===== config.mk =====
export PLATFORM = sky130hd
export DESIGN_NAME = chev_div
export DESIGN_NICKNAME = d
export VERILOG_FILES = /design/src/design/chev_div.sv
export SDC_FILE = /design/constraint.sdc
export NUM_CORES = 1
export LEC_CHECK = 0
export BUFFER_PORTS_ARGS = -buffer_cell sky130_fd_sc_hd__buf_4
export CELL_PAD_IN_SITES_DETAIL_PLACEMENT = 1
export CELL_PAD_IN_SITES_GLOBAL_PLACEMENT = 2
export CORE_UTILIZATION = 36
export CTS_CLUSTER_DIAMETER = 30
export DETAILED_ROUTE_END_ITERATION = 6
export GPL_TIMING_DRIVEN = 0
export PLACE_DENSITY_LB_ADDON = 0.1
export SYNTH_ARGS = -nofsm -noshare
export SYNTH_HDL_FRONTEND = slang
export SYNTH_SLANG_ARGS = --single-unit

===== constraint.sdc =====
create_clock -name clk_i -period 8.6 [get_ports clk_i]
set_input_delay 1.72 -clock clk_i [delete_from_list [all_inputs] [get_ports clk_i]]
set_output_delay 1.72 -clock clk_i [all_outputs]
set_load 0.02 [all_outputs]

===== src/design/chev_div.sv =====
// Iterative signed 64-bit by unsigned 32-bit divider, one quotient bit a cycle.
`default_nettype none

module chev_div (
  input  logic               clk_i,
  input  logic               rst_ni,
  input  logic               start_i,
  input  logic signed [63:0] dividend_i,
  input  logic [31:0]        divisor_i,
  output logic               done_o,
  output logic signed [63:0] quot_o
);

  localparam int unsigned STEPS = 64;
  localparam int unsigned CNT_W = $clog2(STEPS + 1);

  logic [CNT_W-1:0] cnt_q;
  logic             done_q;
  logic             neg_q;
  logic [63:0]      mag_q;
  logic [31:0]      rem_q;
  logic [32:0]      rem_sh;
  logic             fits;

  assign rem_sh = {rem_q, mag_q[63]};
  assign fits   = rem_sh >= {1'b0, divisor_i};

  always_ff @(posedge clk_i or negedge rst_ni) begin
    if (!rst_ni) begin
      cnt_q  <= '0;
      done_q <= 1'b0;
    end else if (start_i) begin
      cnt_q  <= CNT_W'(STEPS);
      done_q <= 1'b0;
    end else if (cnt_q != '0) begin
      cnt_q  <= cnt_q - CNT_W'(1);
      done_q <= (cnt_q == CNT_W'(1));
    end else begin
      done_q <= 1'b0;
    end
  end

  // The remainder stays below the divisor, so 32 bits hold it.
  always_ff @(posedge clk_i) begin
    if (start_i) begin
      neg_q <= dividend_i[63];
      mag_q <= dividend_i[63] ? 64'(-dividend_i) : 64'(dividend_i);
      rem_q <= '0;
    end else if (cnt_q != '0) begin
      mag_q <= {mag_q[62:0], fits};
      rem_q <= fits ? 32'(rem_sh - {1'b0, divisor_i}) : rem_sh[31:0];
    end
  end

  assign done_o = done_q;
  assign quot_o = neg_q ? signed'(-mag_q) : signed'(mag_q);

endmodule

`default_nettype wire


==> impl_metrics.tcl <==
set metrics [dict create \
    crit_top_cell "or4_1" \
    vdd_ir_drop_max_v 0.0000961 \
    slowest_delay_ns 0.55 \
    gr-total-overflow 0 \
    fin_hold_ws_ns 0.489 \
    finalSetupViolCount 0 \
    syn2layout_area_growth_pct 21.4 \
    synthCells 1071 \
    yosysUniqueCellTypes 66 \
    start_util 0.366 \
    ys_seq_area_frac 0.313 \
    place_ws_ns 3.15 \
    timing.final.crit_share 0.651 \
    post_cts_buffers 0 \
    antenna_found_initial 0 \
    portBuffers 163 \
    viasPerCell 5.59 \
    track_usage 0.252 \
    synth_ff_type "edfxtp_1" \
    gp_congestion 0.864 \
    crit_required_ns 6.88 \
    n_antenna_cell 0 \
    cap_violations 0 \
    cts_tree "built" \
    fmax_mhz 179 \
    cts-hold-fix-buffers 0 \
    grt_max_degree 65 \
    p_per_area_nw_per_um2 228 \
    grt_use_met3 0.0221 \
    clock_path_buffers 2 \
    hp-class "flip-flop to flip-flop" \
    drv_slew 0 \
    synth_warnings 0 \
    antenna_left 0 \
    synth_area_leaders "edfxtp_1 (22%), xor2_1 (8.0%), dfxtp_1 (7.2%), xnor2_1 (6.9%), nor2_1 (5.4%)" \
    drive_gt1_frac 0.170 \
    drtIter0Drc 467 \
    drt_first_pass_iters 5 \
    grt.busiest_layer "met2" \
    num_io_pins 164 \
    finalHoldViolCount 0 \
    avgRoutedWirePerCell_um 20.4 \
    layout_min_cycle_time_ns 5.60 \
    synth_most_common_cell "nor2_1" \
    syn_area_um2 8910 \
    async_flop_share 0.0762 \
    die_w_um 159 \
    nets 1381 \
    cts.htree.levels 3 \
    wl_um 32100 \
    slowest_stage "or4_1" \
    gr-usage-met1 0.353 \
    postLayoutSetupSlackWorst_ns 3.00 \
    yosysTopAreaCell "edfxtp_1" \
    met2_usage 0.419 \
    clkLatencyLatePin_ns 0.37 \
    fp-row-count 57 \
    start_kind "flip-flop" \
    ff_latch_area_um2 2790 \
    cts.sinks 105 \
    core_um2 24300 \
    cp.arrival_ns 3.88 \
    crit_path_cell_trace "or3_1 > or4_1 > nor2_1 > nand4_1 > or2_2 > or4_1 > o41ai_1 > xnor2_1 > buf_4" \
    synth_edf_count 65 \
    multi_input_area_um2 5730 \
    syn_nets 1207 \
    cts_buffers 9 \
    max_slew_margin 0.277 \
    clk_pin_slew_ns 0.08 \
    ys_ff_latch 105 \
    finalSetupTns_ns 0 \
    grt_pass1_wl_um 50000 \
    grt_setup_unrepaired "false" \
    dieArea_um2 25400 \
    cts-root-buf "clkbuf_16" \
    critical_path_class "flip-flop to output port" \
    die_h_um 159 \
    drcViolationCount 0 \
    num_vias 8802 \
    finalClockSkew_ns 0.0171 \
    tightest_slew_ns 1.07 \
    synth_top_area_share 0.219 \
    grt_pass1_vias 8822 \
    dp_hpwl_um 24800 \
    path_max_fanout 5 \
    fillerInstances 3003 \
    avgSynthCellArea_um2 8.32 \
    cts_resized 0 \
    crit_path_end_kind "output port" \
    status "completed" \
    ys_top_cells_by_count "nor2_1 (128), nand2_1 (96), a21oi_1 (91), xor2_1 (81), xnor2_1 (70)" \
    leakage_uw 0.00438 \
]
## placed cells by master (no fill, tap or decap), types with 9 or more instances in the layout
cell and n:
mux2i_1 13, a21oi_1 91, nor2_1 128, nand2_1 96
or4_1 19, nand2b_1 13, clkbuf_16 9, o31ai_1 37
xor2_1 81, nor3_1 13, ha_1 36, xnor2_1 70
o41ai_1 18, a21o_1 16, o21ai_0 57, a211oi_1 16
nor4_1 12, o21a_1 10, buf_4 164, clkbuf_1 38
dfxtp_1 32, edfxtp_1 65, and3_1 10, inv_1 44
or3_1 17, nand3_1 23
## registers in the layout, summed over array words and instances, names as in the netlist
register and cells:
rem_q 32, neg_q 1, mag_q 64, cnt_q 7
done_o 1
## logic make-up (layout without fill, tap and decap cells)
logic type	count (synthesis)	in the layout	synth area share
simple gates	376	376	0.209
compound gates	298	298	0.219
xor+xnor	151	151	0.148
buf+inv	91	270	0.0432
flops	105	105	0.313
fa+ha+maj	37	37	0.0528
mux	13	13	0.0146
## power breakdown
group / internal [uW] / switching (uW) / total [uW] / leakage, uW
registers: 679 / 148 / 827 / 0.00102
logic: 506 / 718 / 1220 / 0.00323
clock network: 200 / 220 / 420 / 0.000129
total: 1390 / 1090 / 2470 / 0.00438
## worst max-delay path, delay by kind of cell, from the launching register on
family / cells / cell delay (ns)
and+or+nand+nor: 6 / 2.32
DFF: 1 / 0.47
AOI/OAI and AO/OA: 1 / 0.33
xor gates and xnor gates: 1 / 0.21
buffers and inverters: 1 / 0.19
## per-layer routing
| layer | vias to the layer above | part of all wire |
|---|---|---|
| met3 | 30 | 0.039 |
| li1 | 4261 | - |
| met2 | 209 | 0.47 |
| met4 | 0 | 0.013 |
| met5 | - | 0 |
| met1 | 4302 | 0.48 |
## cell type report
cell class | count | share of cell area
multi-input combinational | 875 | 0.530
sequential | 105 | 0.258
timing repair buffer | 163 | 0.113
tap | 324 | 0.0375
inverter | 45 | 0.0158
buffer | 46 | 0.0200
clock buffer | 9 | 0.0208
clock inverter | 7 | 0.00497
## stage by stage
stage                     instances   util  instance area, um2  total power (uW)
after CTS                      1574  0.445               10800              2470
after floorplan                1071      -                8910              1600
after global routing           1574  0.445               10800              2630
after global placement         1558  0.433               10500              2040
final                          1574  0.445               10800              2470
after detailed placement       1558  0.434               10500              2050
## path summary, 6_finish.rpt
kind | cells past startpoint | to | startpoint | slack, ns
max in group asynchronous | 1 | cnt_q[5] | rst_ni | 7.29
max reg2reg | 11 | rem_q[10] | rem_q[2] | 4.54
min reg2reg | 1 | cnt_q[6] | cnt_q[6] | 0.49
min in group asynchronous | 1 | done_o | rst_ni | 1.15
max | 9 | quot_o[63] | mag_q[5] | 3.00
min | 1 | cnt_q[6] | cnt_q[6] | 0.49
Power figures use the tool's default switching activity.
