`config.mk`:
```
export PLATFORM = sky130hd
export DESIGN_NAME = chev_lane
export DESIGN_NICKNAME = d
export VERILOG_FILES = /design/src/design/chev_pkg.sv /design/src/design/chev_div.sv /design/src/design/chev_lane.sv
export SDC_FILE = /design/constraint.sdc
export NUM_CORES = 2
export LEC_CHECK = 0
export BUFFER_PORTS_ARGS = -buffer_cell sky130_fd_sc_hd__buf_2
export CAP_MARGIN = 5
export CORE_MARGIN = 3
export CORE_UTILIZATION = 51
export DETAILED_ROUTE_END_ITERATION = 7
export PLACE_DENSITY = 0.82
export SLEW_MARGIN = 20
export SYNTH_ARGS = -nofsm -noshare
export SYNTH_HDL_FRONTEND = slang
export SYNTH_SLANG_ARGS = --single-unit
```
`constraint.sdc`:
```
create_clock -name clk_i -period 10.41 [get_ports clk_i]
set_input_delay 0.5205 -clock clk_i [delete_from_list [all_inputs] [get_ports clk_i]]
set_output_delay 0.5205 -clock clk_i [all_outputs]
set_load 0.005 [all_outputs]
```
`src/design/chev_pkg.sv`:
```
// Types, codes and constants shared by the cubic Hermite evaluator modules.
`default_nettype none

package chev_pkg;

  localparam int unsigned MAX_KNOTS_DEF = 64;
  localparam int unsigned NUM_LANES = 3;
  localparam int unsigned COEF_W = 34;

  localparam logic [2:0] REQ_APPEND = 3'd0;
  localparam logic [2:0] REQ_POS    = 3'd1;
  localparam logic [2:0] REQ_VEL    = 3'd2;
  localparam logic [2:0] REQ_ACC    = 3'd3;
  localparam logic [2:0] REQ_CLEAR  = 3'd4;

  localparam logic [1:0] ST_OK      = 2'd0;
  localparam logic [1:0] ST_RANGE   = 2'd1;
  localparam logic [1:0] ST_FULL    = 2'd2;
  localparam logic [1:0] ST_NOT_INC = 2'd3;

  localparam logic signed [COEF_W-1:0] Q30 = 34'sh0_4000_0000;
  localparam logic signed [COEF_W-1:0] Q31 = 34'sh0_8000_0000;

  typedef enum logic [1:0] {
    OP_POS,
    OP_VEL,
    OP_ACC
  } op_e;

  typedef struct packed {
    logic [2:0]         req_type;
    logic [31:0]        at_time;
    logic signed [31:0] pos_x;
    logic signed [31:0] pos_y;
    logic signed [31:0] pos_z;
    logic signed [31:0] vel_x;
    logic signed [31:0] vel_y;
    logic signed [31:0] vel_z;
  } in_item_t;

  typedef struct packed {
    logic [1:0]         status;
    logic signed [31:0] res_x;
    logic signed [31:0] res_y;
    logic signed [31:0] res_z;
  } out_item_t;

  typedef struct packed {
    logic [31:0]        at_time;
    logic signed [31:0] pos_x;
    logic signed [31:0] pos_y;
    logic signed [31:0] pos_z;
    logic signed [31:0] vel_x;
    logic signed [31:0] vel_y;
    logic signed [31:0] vel_z;
  } knot_t;

  // Basis weights of one query, shared by all lanes.
  typedef struct packed {
    logic signed [COEF_W-1:0] c0;
    logic signed [COEF_W-1:0] c1;
    logic signed [COEF_W-1:0] c2;
    logic signed [COEF_W-1:0] c3;
  } coef_t;

endpackage

`default_nettype wire

```
`src/design/chev_div.sv`:
```
// Iterative signed 64-bit by unsigned 32-bit divider, one quotient bit a cycle.
`default_nettype none

module chev_div (
  input  logic               clk_i,
  input  logic               rst_ni,
  input  logic               start_i,
  input  logic signed [63:0] dividend_i,
  input  logic [31:0]        divisor_i,
  output logic               done_o,
  output logic signed [63:0] quot_o
);

  localparam int unsigned STEPS = 64;
  localparam int unsigned CNT_W = $clog2(STEPS + 1);

  logic [CNT_W-1:0] cnt_q;
  logic             done_q;
  logic             neg_q;
  logic [63:0]      mag_q;
  logic [31:0]      rem_q;
  logic [32:0]      rem_sh;
  logic             fits;

  assign rem_sh = {rem_q, mag_q[63]};
  assign fits   = rem_sh >= {1'b0, divisor_i};

  always_ff @(posedge clk_i or negedge rst_ni) begin
    if (!rst_ni) begin
      cnt_q  <= '0;
      done_q <= 1'b0;
    end else if (start_i) begin
      cnt_q  <= CNT_W'(STEPS);
      done_q <= 1'b0;
    end else if (cnt_q != '0) begin
      cnt_q  <= cnt_q - CNT_W'(1);
      done_q <= (cnt_q == CNT_W'(1));
    end else begin
      done_q <= 1'b0;
    end
  end

  // The remainder stays below the divisor, so 32 bits hold it.
  always_ff @(posedge clk_i) begin
    if (start_i) begin
      neg_q <= dividend_i[63];
      mag_q <= dividend_i[63] ? 64'(-dividend_i) : 64'(dividend_i);
      rem_q <= '0;
    end else if (cnt_q != '0) begin
      mag_q <= {mag_q[62:0], fits};
      rem_q <= fits ? 32'(rem_sh - {1'b0, divisor_i}) : rem_sh[31:0];
    end
  end

  assign done_o = done_q;
  assign quot_o = neg_q ? signed'(-mag_q) : signed'(mag_q);

endmodule

`default_nettype wire

```
`src/design/chev_lane.sv`:
```
// One lane: evaluates the Hermite expression for one coordinate term by term.
`default_nettype none

module chev_lane (
  input  logic               clk_i,
  input  logic               rst_ni,
  input  logic               start_i,
  input  chev_pkg::op_e      op_i,
  input  chev_pkg::coef_t    coef_i,
  input  logic [31:0]        dt_i,
  input  logic signed [31:0] pa_i,
  input  logic signed [31:0] pb_i,
  input  logic signed [31:0] va_i,
  input  logic signed [31:0] vb_i,
  output logic               done_o,
  output logic signed [31:0] res_o
);

  typedef enum logic [7:0] {
    L_IDLE  = 8'b0000_0001,
    L_MUL   = 8'b0000_0010,
    L_DIV   = 8'b0000_0100,
    L_DWAIT = 8'b0000_1000,
    L_ASR   = 8'b0001_0000,
    L_MDT   = 8'b0010_0000,
    L_ACC   = 8'b0100_0000,
    L_DONE  = 8'b1000_0000
  } lstate_e;

  typedef enum logic [1:0] {
    SC_ONE,
    SC_TWO,
    SC_SIX
  } scale_e;

  localparam int unsigned CW = chev_pkg::COEF_W;
  localparam logic signed [63:0] SAT_HI = 64'sd2147483647;
  localparam logic signed [63:0] SAT_LO = -64'sd2147483648;

  lstate_e            state_q, state_d;
  logic [1:0]         term_q, term_d;
  logic [1:0]         nd_q, nd_d;
  logic signed [63:0] val_q, val_d;
  logic signed [63:0] acc_q, acc_d;

  logic signed [CW-1:0] dp, x_op, c_op, op_a, op_b;
  logic signed [67:0]   prod;
  logic [1:0]           t_nd, t_last;
  logic                 t_mdt;
  scale_e               t_scale;
  logic signed [63:0]   scaled;
  logic                 div_done;
  logic signed [63:0]   div_quot;

  assign dp = {{2{pb_i[31]}}, pb_i} - {{2{pa_i[31]}}, pa_i};

  // Operand, division count and post-scaling of the current term.
  always_comb begin
    x_op    = '0;
    c_op    = '0;
    t_nd    = 2'd0;
    t_mdt   = 1'b0;
    t_scale = SC_ONE;
    t_last  = 2'd2;
    case (op_i)
      chev_pkg::OP_POS: begin
        t_last = 2'd3;
        case (term_q)
          2'd0: begin
            x_op = {{2{pa_i[31]}}, pa_i};
            c_op = coef_i.c0;
          end
          2'd1: begin
            x_op = {{2{pb_i[31]}}, pb_i};
            c_op = coef_i.c1;
          end
          2'd2: begin
            x_op  = {{2{va_i[31]}}, va_i};
            c_op  = coef_i.c2;
            t_mdt = 1'b1;
          end
          default: begin
            x_op  = {{2{vb_i[31]}}, vb_i};
            c_op  = coef_i.c3;
            t_mdt = 1'b1;
          end
        endcase
      end
      chev_pkg::OP_VEL: begin
        case (term_q)
          2'd0: begin
            x_op = dp;
            c_op = coef_i.c0;
            t_nd = 2'd1;
          end
          2'd1: begin
            x_op = {{2{va_i[31]}}, va_i};
            c_op = coef_i.c1;
          end
          default: begin
            x_op = {{2{vb_i[31]}}, vb_i};
            c_op = coef_i.c2;
          end
        endcase
      end
      chev_pkg::OP_ACC: begin
        case (term_q)
          2'd0: begin
            x_op    = dp;
            c_op    = coef_i.c0;
            t_nd    = 2'd2;
            t_scale = SC_SIX;
          end
          2'd1: begin
            x_op    = {{2{va_i[31]}}, va_i};
            c_op    = coef_i.c1;
            t_nd    = 2'd1;
            t_scale = SC_TWO;
          end
          default: begin
            x_op    = {{2{vb_i[31]}}, vb_i};
            c_op    = coef_i.c2;
            t_nd    = 2'd1;
            t_scale = SC_TWO;
          end
        endcase
      end
      default: ;
    endcase
  end

  // The one multiplier serves both the weight product and the scaling by dt.
  assign op_a = (state_q == L_MDT) ? val_q[CW-1:0] : x_op;
  assign op_b = (state_q == L_MDT) ? signed'({2'b00, dt_i}) : c_op;
  assign prod = op_a * op_b;

  always_comb begin
    case (t_scale)
      SC_TWO:  scaled = val_q <<< 1;
      SC_SIX:  scaled = (val_q <<< 2) + (val_q <<< 1);
      default: scaled = val_q;
    endcase
  end

  always_comb begin
    state_d = state_q;
    term_d  = term_q;
    nd_d    = nd_q;
    val_d   = val_q;
    acc_d   = acc_q;
    case (state_q)
      L_IDLE, L_DONE: begin
        if (start_i) begin
          term_d  = 2'd0;
          acc_d   = '0;
          state_d = L_MUL;
        end
      end
      L_MUL: begin
        val_d   = prod[63:0];
        nd_d    = t_nd;
        state_d = (t_nd != 2'd0) ? L_DIV : L_ASR;
      end
      L_DIV: begin
        state_d = L_DWAIT;
      end
      L_DWAIT: begin
        if (div_done) begin
          val_d   = div_quot;
          nd_d    = nd_q - 2'd1;
          state_d = (nd_q == 2'd1) ? L_ASR : L_DIV;
        end
      end
      L_ASR: begin
        val_d   = val_q >>> 30;
        state_d = t_mdt ? L_MDT : L_ACC;
      end
      L_MDT: begin
        val_d   = prod[63:0];
        state_d = L_ACC;
      end
      L_ACC: begin
        acc_d = acc_q + scaled;
        if (term_q == t_last) begin
          state_d = L_DONE;
        end else begin
          term_d  = term_q + 2'd1;
          state_d = L_MUL;
        end
      end
      default: state_d = L_IDLE;
    endcase
  end

  always_ff @(posedge clk_i or negedge rst_ni) begin
    if (!rst_ni) begin
      state_q <= L_IDLE;
      term_q  <= '0;
      nd_q    <= '0;
    end else begin
      state_q <= state_d;
      term_q  <= term_d;
      nd_q    <= nd_d;
    end
  end

  always_ff @(posedge clk_i) begin
    val_q <= val_d;
    acc_q <= acc_d;
  end

  chev_div u_div (
    .clk_i      (clk_i),
    .rst_ni     (rst_ni),
    .start_i    (state_q == L_DIV),
    .dividend_i (val_q),
    .divisor_i  (dt_i),
    .done_o     (div_done),
    .quot_o     (div_quot)
  );

  assign done_o = (state_q == L_DONE);

  always_comb begin
    if (acc_q > SAT_HI) begin
      res_o = 32'sh7fff_ffff;
    end else if (acc_q < SAT_LO) begin
      res_o = 32'sh8000_0000;
    end else begin
      res_o = acc_q[31:0];
    end
  end

endmodule

`default_nettype wire

```
==> results.rst <==
.. list-table::
   :header-rows: 1

   * - Metric
     - Value
   * - Number of buffers inserted during clock tree synthesis
     - 34
   * - Pin count of the biggest net entering global routing
     - roughly 140
   * - Clock skew
     - between 0.04 and 0.05 ns
   * - Remaining routing DRC violations
     - 0
   * - H-tree depth reported by CTS
     - 2
   * - Async SR Flop Fraction
     - just over 8%
   * - First-pass GRT wire length
     - 399000 um
   * - Die W
     - between 300 and 400 um
   * - Synthesized-area fraction occupied by and/or/nand/nor cells
     - 14.6%
   * - Nets@finish
     - 10700
   * - Clock edge transition at the registers on the reported setup and hold paths
     - roughly 0.050 ns
   * - Most Frequent Cell on Critical Path
     - sky130_fd_sc_hd__fa_1
   * - Maximum fanout count along the critical path
     - 27
   * - Mux cell area share after synthesis
     - 0.770%
   * - Register-to-Register Setup Slack
     - about 0.024 ns
   * - Via count
     - ~64000
   * - Clock period minus worst slack
     - 10.39 ns
   * - Xor/xnor share of the synthesized area
     - ~4.9%
   * - Placed cell count
     - between 10000 and 15000
   * - Area post-placement
     - about 77000 um^2
   * - Number of endpoints failing setup at the final stage
     - 0
   * - Drt first pass iters
     - 7
   * - Power Dens Cells
     - ~420 nW/um^2
   * - Part of the Yosys area used for sequential elements
     - between 10% and 20%
   * - Routability congestion estimate
     - ~1.1
   * - Worst Path Arrival
     - 10.71 ns
   * - Synthesized flop and latch total
     - ~250
   * - Latest clock arrival within the worst-skew pair
     - about 0.61 ns
   * - Cell with the most instances after synthesis
     - sky130_fd_sc_hd__inv_1
   * - Count of mapped cells out of synthesis
     - between 8000 and 9000
   * - Avg Inst Size Synth
     - between 8 and 9 um^2
   * - Drt wl/cell
     - 25.5 um
   * - Die Outline Area
     - between 100000 and 150000 um^2
   * - Critical Path Source Type
     - register
   * - Synth cell types
     - 89
   * - Overall power
     - ~0.033 W
   * - Total nets after synthesis
     - 10000
   * - CP Capture Point
     - val_q[60]$_DFFE_PP_
   * - Ratio of cells with drive above 1 in the final layout
     - 15.6%
   * - Sum Neg Setup Slack
     - 0 ns
   * - Die Y-Extent
     - between 300 and 400 um
   * - Post-synth EDFFs
     - 193
   * - Area of the mapped netlist
     - just under 70000 um^2
   * - Count of buffers inserted at the top-level ports
     - around 330
   * - Crit. Startpoint
     - term_q[1]$_DFFE_PN0P_
   * - Maximum VDD drop
     - about 1.1 mV
   * - Final Hold Fails
     - 0
   * - Worst stage delay on the critical path
     - approximately 0.54 ns
   * - Critical Setup Path Class
     - reg -> reg
   * - Max-slew violations
     - 0
   * - YS warnings
     - 0
   * - Final core utilization
     - about three fifths
   * - Normalized max-slew margin
     - about a quarter
   * - Commonest cells in the synthesized netlist
     - 1451 x sky130_fd_sc_hd__inv_1, 1187 x sky130_fd_sc_hd__fa_1, 941 x sky130_fd_sc_hd__nand2_1, 812 x sky130_fd_sc_hd__nor2_1, 463 x sky130_fd_sc_hd__ha_1
   * - Initial Utilization
     - between 50% and 60%
   * - Synthesized-area fraction occupied by ao, oa, aoi and oai cells
     - approximately 16%
   * - Unrepaired setup endpoints after global routing
     - true
   * - Via density per instance
     - around 6
   * - Count of cells along the worst register-to-register path
     - between 40 and 50
   * - Fraction of the cycle the final worst path needs
     - ~100%
   * - Number of antenna violations at the first check in global routing
     - 10
   * - Run status
     - completed
   * - Main flop type after synthesis
     - sky130_fd_sc_hd__edfxtp_1
   * - Number of I/O pins
     - around 330
   * - Maximum clock path buffer count
     - 3
   * - Wirelength, routed
     - approximately 270000 um
   * - Total leakage power
     - approximately 39 nW
   * - Slowest stage cell, crit path
     - sky130_fd_sc_hd__fa_1
   * - Detailed Route Iter0 Violations
     - 7596
   * - Remaining antenna violation count
     - 0
   * - Floorplan row count
     - approximately 130
   * - Clock tree root driver cell
     - sky130_fd_sc_hd__clkbuf_16
   * - Cell type with the highest aggregate area in the netlist
     - sky130_fd_sc_hd__fa_1
   * - Leading cell types by total area after synthesis
     - sky130_fd_sc_hd__fa_1 35%, sky130_fd_sc_hd__edfxtp_1 8.5%, sky130_fd_sc_hd__ha_1 8.5%
   * - Largest family of logic cells by synthesized area
     - adder cells
   * - Overall global routing resource usage
     - approximately two fifths
   * - Placeable Area
     - about 130000 um^2
   * - Area share of the largest cell type after synthesis
     - 35.1%
   * - Vias in the first global route
     - ~65000
   * - Reg-to-reg critical path startpoint
     - term_q[1]$_DFFE_PN0P_
   * - Detailed placement HPWL
     - 226000 um
   * - CTS tree
     - built
   * - Total number of clock tree sinks
     - roughly 250
   * - Post-synthesis share of cell area spent on full adders, half adders and majority gates
     - 43.7%
   * - Capture point of the worst reg-to-reg path
     - val_q[60]$_DFFE_PP_
   * - Req. time, crit path
     - 10.73 ns
   * - Fmax achieved
     - between 90 and 100 MHz
   * - Final non-filler cell area
     - 79200 um^2
   * - Transition time at the pin with the least slew margin
     - around 1.1 ns
   * - Hold Crit Class
     - in -> reg
   * - Kind of capture point of the worst setup path
     - register
   * - Number of max-capacitance violations reported
     - 0
   * - Post-route non-filler standard cell count
     - between 10000 and 15000
   * - Synthesis-to-finish area growth
     - 16.9%
   * - Grt ovf
     - 0
==> metrics by stage <==
step / hold slack, ns / setup slack (ns)
6_report: 0.366 / 0.0242
5_1_grt: 0.407 / -0.220
4_1_cts: 0.341 / 0.00266
3_5_place_dp: 0.466 / -1.06
3_3_place_gp: 0.461 / -0.939
2_1_floorplan: 0.225 / -0.0335
==> final cells by class <==
cell class | count | area, um^2
clock buffer | 39 | 870
multi-input combinational | 5970 | 54900
tap | 1755 | 2200
antenna | 16 | 40.0
clock inverter | 20 | 223
fill | 11500 | 52500
inverter | 1453 | 5460
sequential | 245 | 6940
timing repair buffer | 1090 | 8620
==> registers in the layout, summed over array words and instances (netlist names) <==
register      count
u_div.cnt_q       7
term_q            2
nd_q              2
u_div.neg_q       1
acc_q            64
u_div.rem_q      32
u_div.done_o      1
val_q            64
state_q           8
u_div.mag_q      64
==> routing by layer <==
| metal | part of all wire [%] | up-vias | GRT usage (%) |
|---|---|---|---|
| met4 | 7.5 | 6 | 23.3 |
| met5 | 0.013 | - | 0 |
| met2 | 42 | 4118 | 57.6 |
| met1 | 36 | 31900 | 48.5 |
| li1 | - | 27500 | - |
| met3 | 14 | 1001 | 13.5 |
==> worst min-delay path by stage <==
stage / from / endpoint / slack, ns / depth (start not counted)
floorplan: rst_ni / nd_q[0]$_DFFE_PN0P_ / 0.22 / 0
global placement: u_div.rem_q[0]$_SDFFE_PP0P_ / u_div.rem_q[0]$_SDFFE_PP0P_ / 0.46 / 2
detailed placement: u_div.rem_q[0]$_SDFFE_PP0P_ / u_div.rem_q[0]$_SDFFE_PP0P_ / 0.47 / 2
CTS: start_i / term_q[1]$_DFFE_PN0P_ / 0.34 / 5
global route: start_i / term_q[1]$_DFFE_PN0P_ / 0.41 / 5
finish: start_i / term_q[1]$_DFFE_PN0P_ / 0.37 / 5
==> worst max-delay path: cells and delay by family, from the launching register on <==
kind | cells | cell delay (ns)
AOI/OAI and AO/OA | 11 | 2.52
adders and majority gates | 10 | 4.68
buffers and inverters | 13 | 1.81
DFF | 1 | 0.37
muxes | 1 | 0.18
and+or+nand+nor | 6 | 0.52
==> where the power goes <==
group          switching [W]  internal, W
Clock               0.000533     0.000683
Sequential          0.000116      0.00119
Combinational         0.0170       0.0140
==> timing repair <==
item	in CTS	in global routing
pin swaps	4	86
setup endpoints to repair	14	21
buffers inserted	1	19
endpoints found under the hold margin	19	0
cloned	0	1
hold buffers	1	0
gates resized for setup	25	181
==> cells by family after synthesis <==
| group | Yosys count |
|---|---|
| multiplexers | 52 |
| flip-flops | 245 |
| AO/OA/AOI/OAI | 1597 |
| AND/OR/NAND/NOR | 2293 |
| adder cells (fa/ha/maj) | 1655 |
| buffers and inverters | 1867 |
| XOR/XNOR | 373 |
==> layout by cell type, fill, tap and decap left out, types with 24 or more instances in the layout <==
master	Yosys	final
sky130_fd_sc_hd__ha_1	463	439
sky130_fd_sc_hd__dfxtp_1	32	32
sky130_fd_sc_hd__nand3_1	65	62
sky130_fd_sc_hd__nor2b_1	45	43
sky130_fd_sc_hd__o21a_1	37	37
sky130_fd_sc_hd__o21bai_1	51	48
sky130_fd_sc_hd__nand2b_1	62	62
sky130_fd_sc_hd__nor2_1	812	804
sky130_fd_sc_hd__a31oi_1	27	24
sky130_fd_sc_hd__a21oi_1	348	304
sky130_fd_sc_hd__mux2i_1	51	51
sky130_fd_sc_hd__a21o_1	189	189
sky130_fd_sc_hd__o21ai_0	375	347
sky130_fd_sc_hd__a211oi_1	73	68
sky130_fd_sc_hd__xnor2_1	240	236
sky130_fd_sc_hd__fa_1	1187	1169
sky130_fd_sc_hd__edfxtp_1	193	193
sky130_fd_sc_hd__o221ai_1	29	29
sky130_fd_sc_hd__xor2_1	131	129
sky130_fd_sc_hd__a22o_1	92	90
sky130_fd_sc_hd__buf_2	2	332
sky130_fd_sc_hd__nand2_1	941	938
sky130_fd_sc_hd__o22ai_1	48	48
sky130_fd_sc_hd__a21oi_2	1	38
sky130_fd_sc_hd__o22a_1	31	30
sky130_fd_sc_hd__a22oi_1	74	66
sky130_fd_sc_hd__clkbuf_16	0	35
sky130_fd_sc_hd__and3_1	42	39
sky130_fd_sc_hd__nor4_1	25	25
sky130_fd_sc_hd__and2_1	54	54
sky130_fd_sc_hd__inv_1	1451	1437
sky130_fd_sc_hd__a222oi_1	32	32
sky130_fd_sc_hd__o31ai_1	25	25
sky130_fd_sc_hd__buf_4	0	643
sky130_fd_sc_hd__nand4_1	48	48
sky130_fd_sc_hd__nor3_1	107	92
sky130_fd_sc_hd__buf_12	0	93
Power figures use the tool's default switching activity.
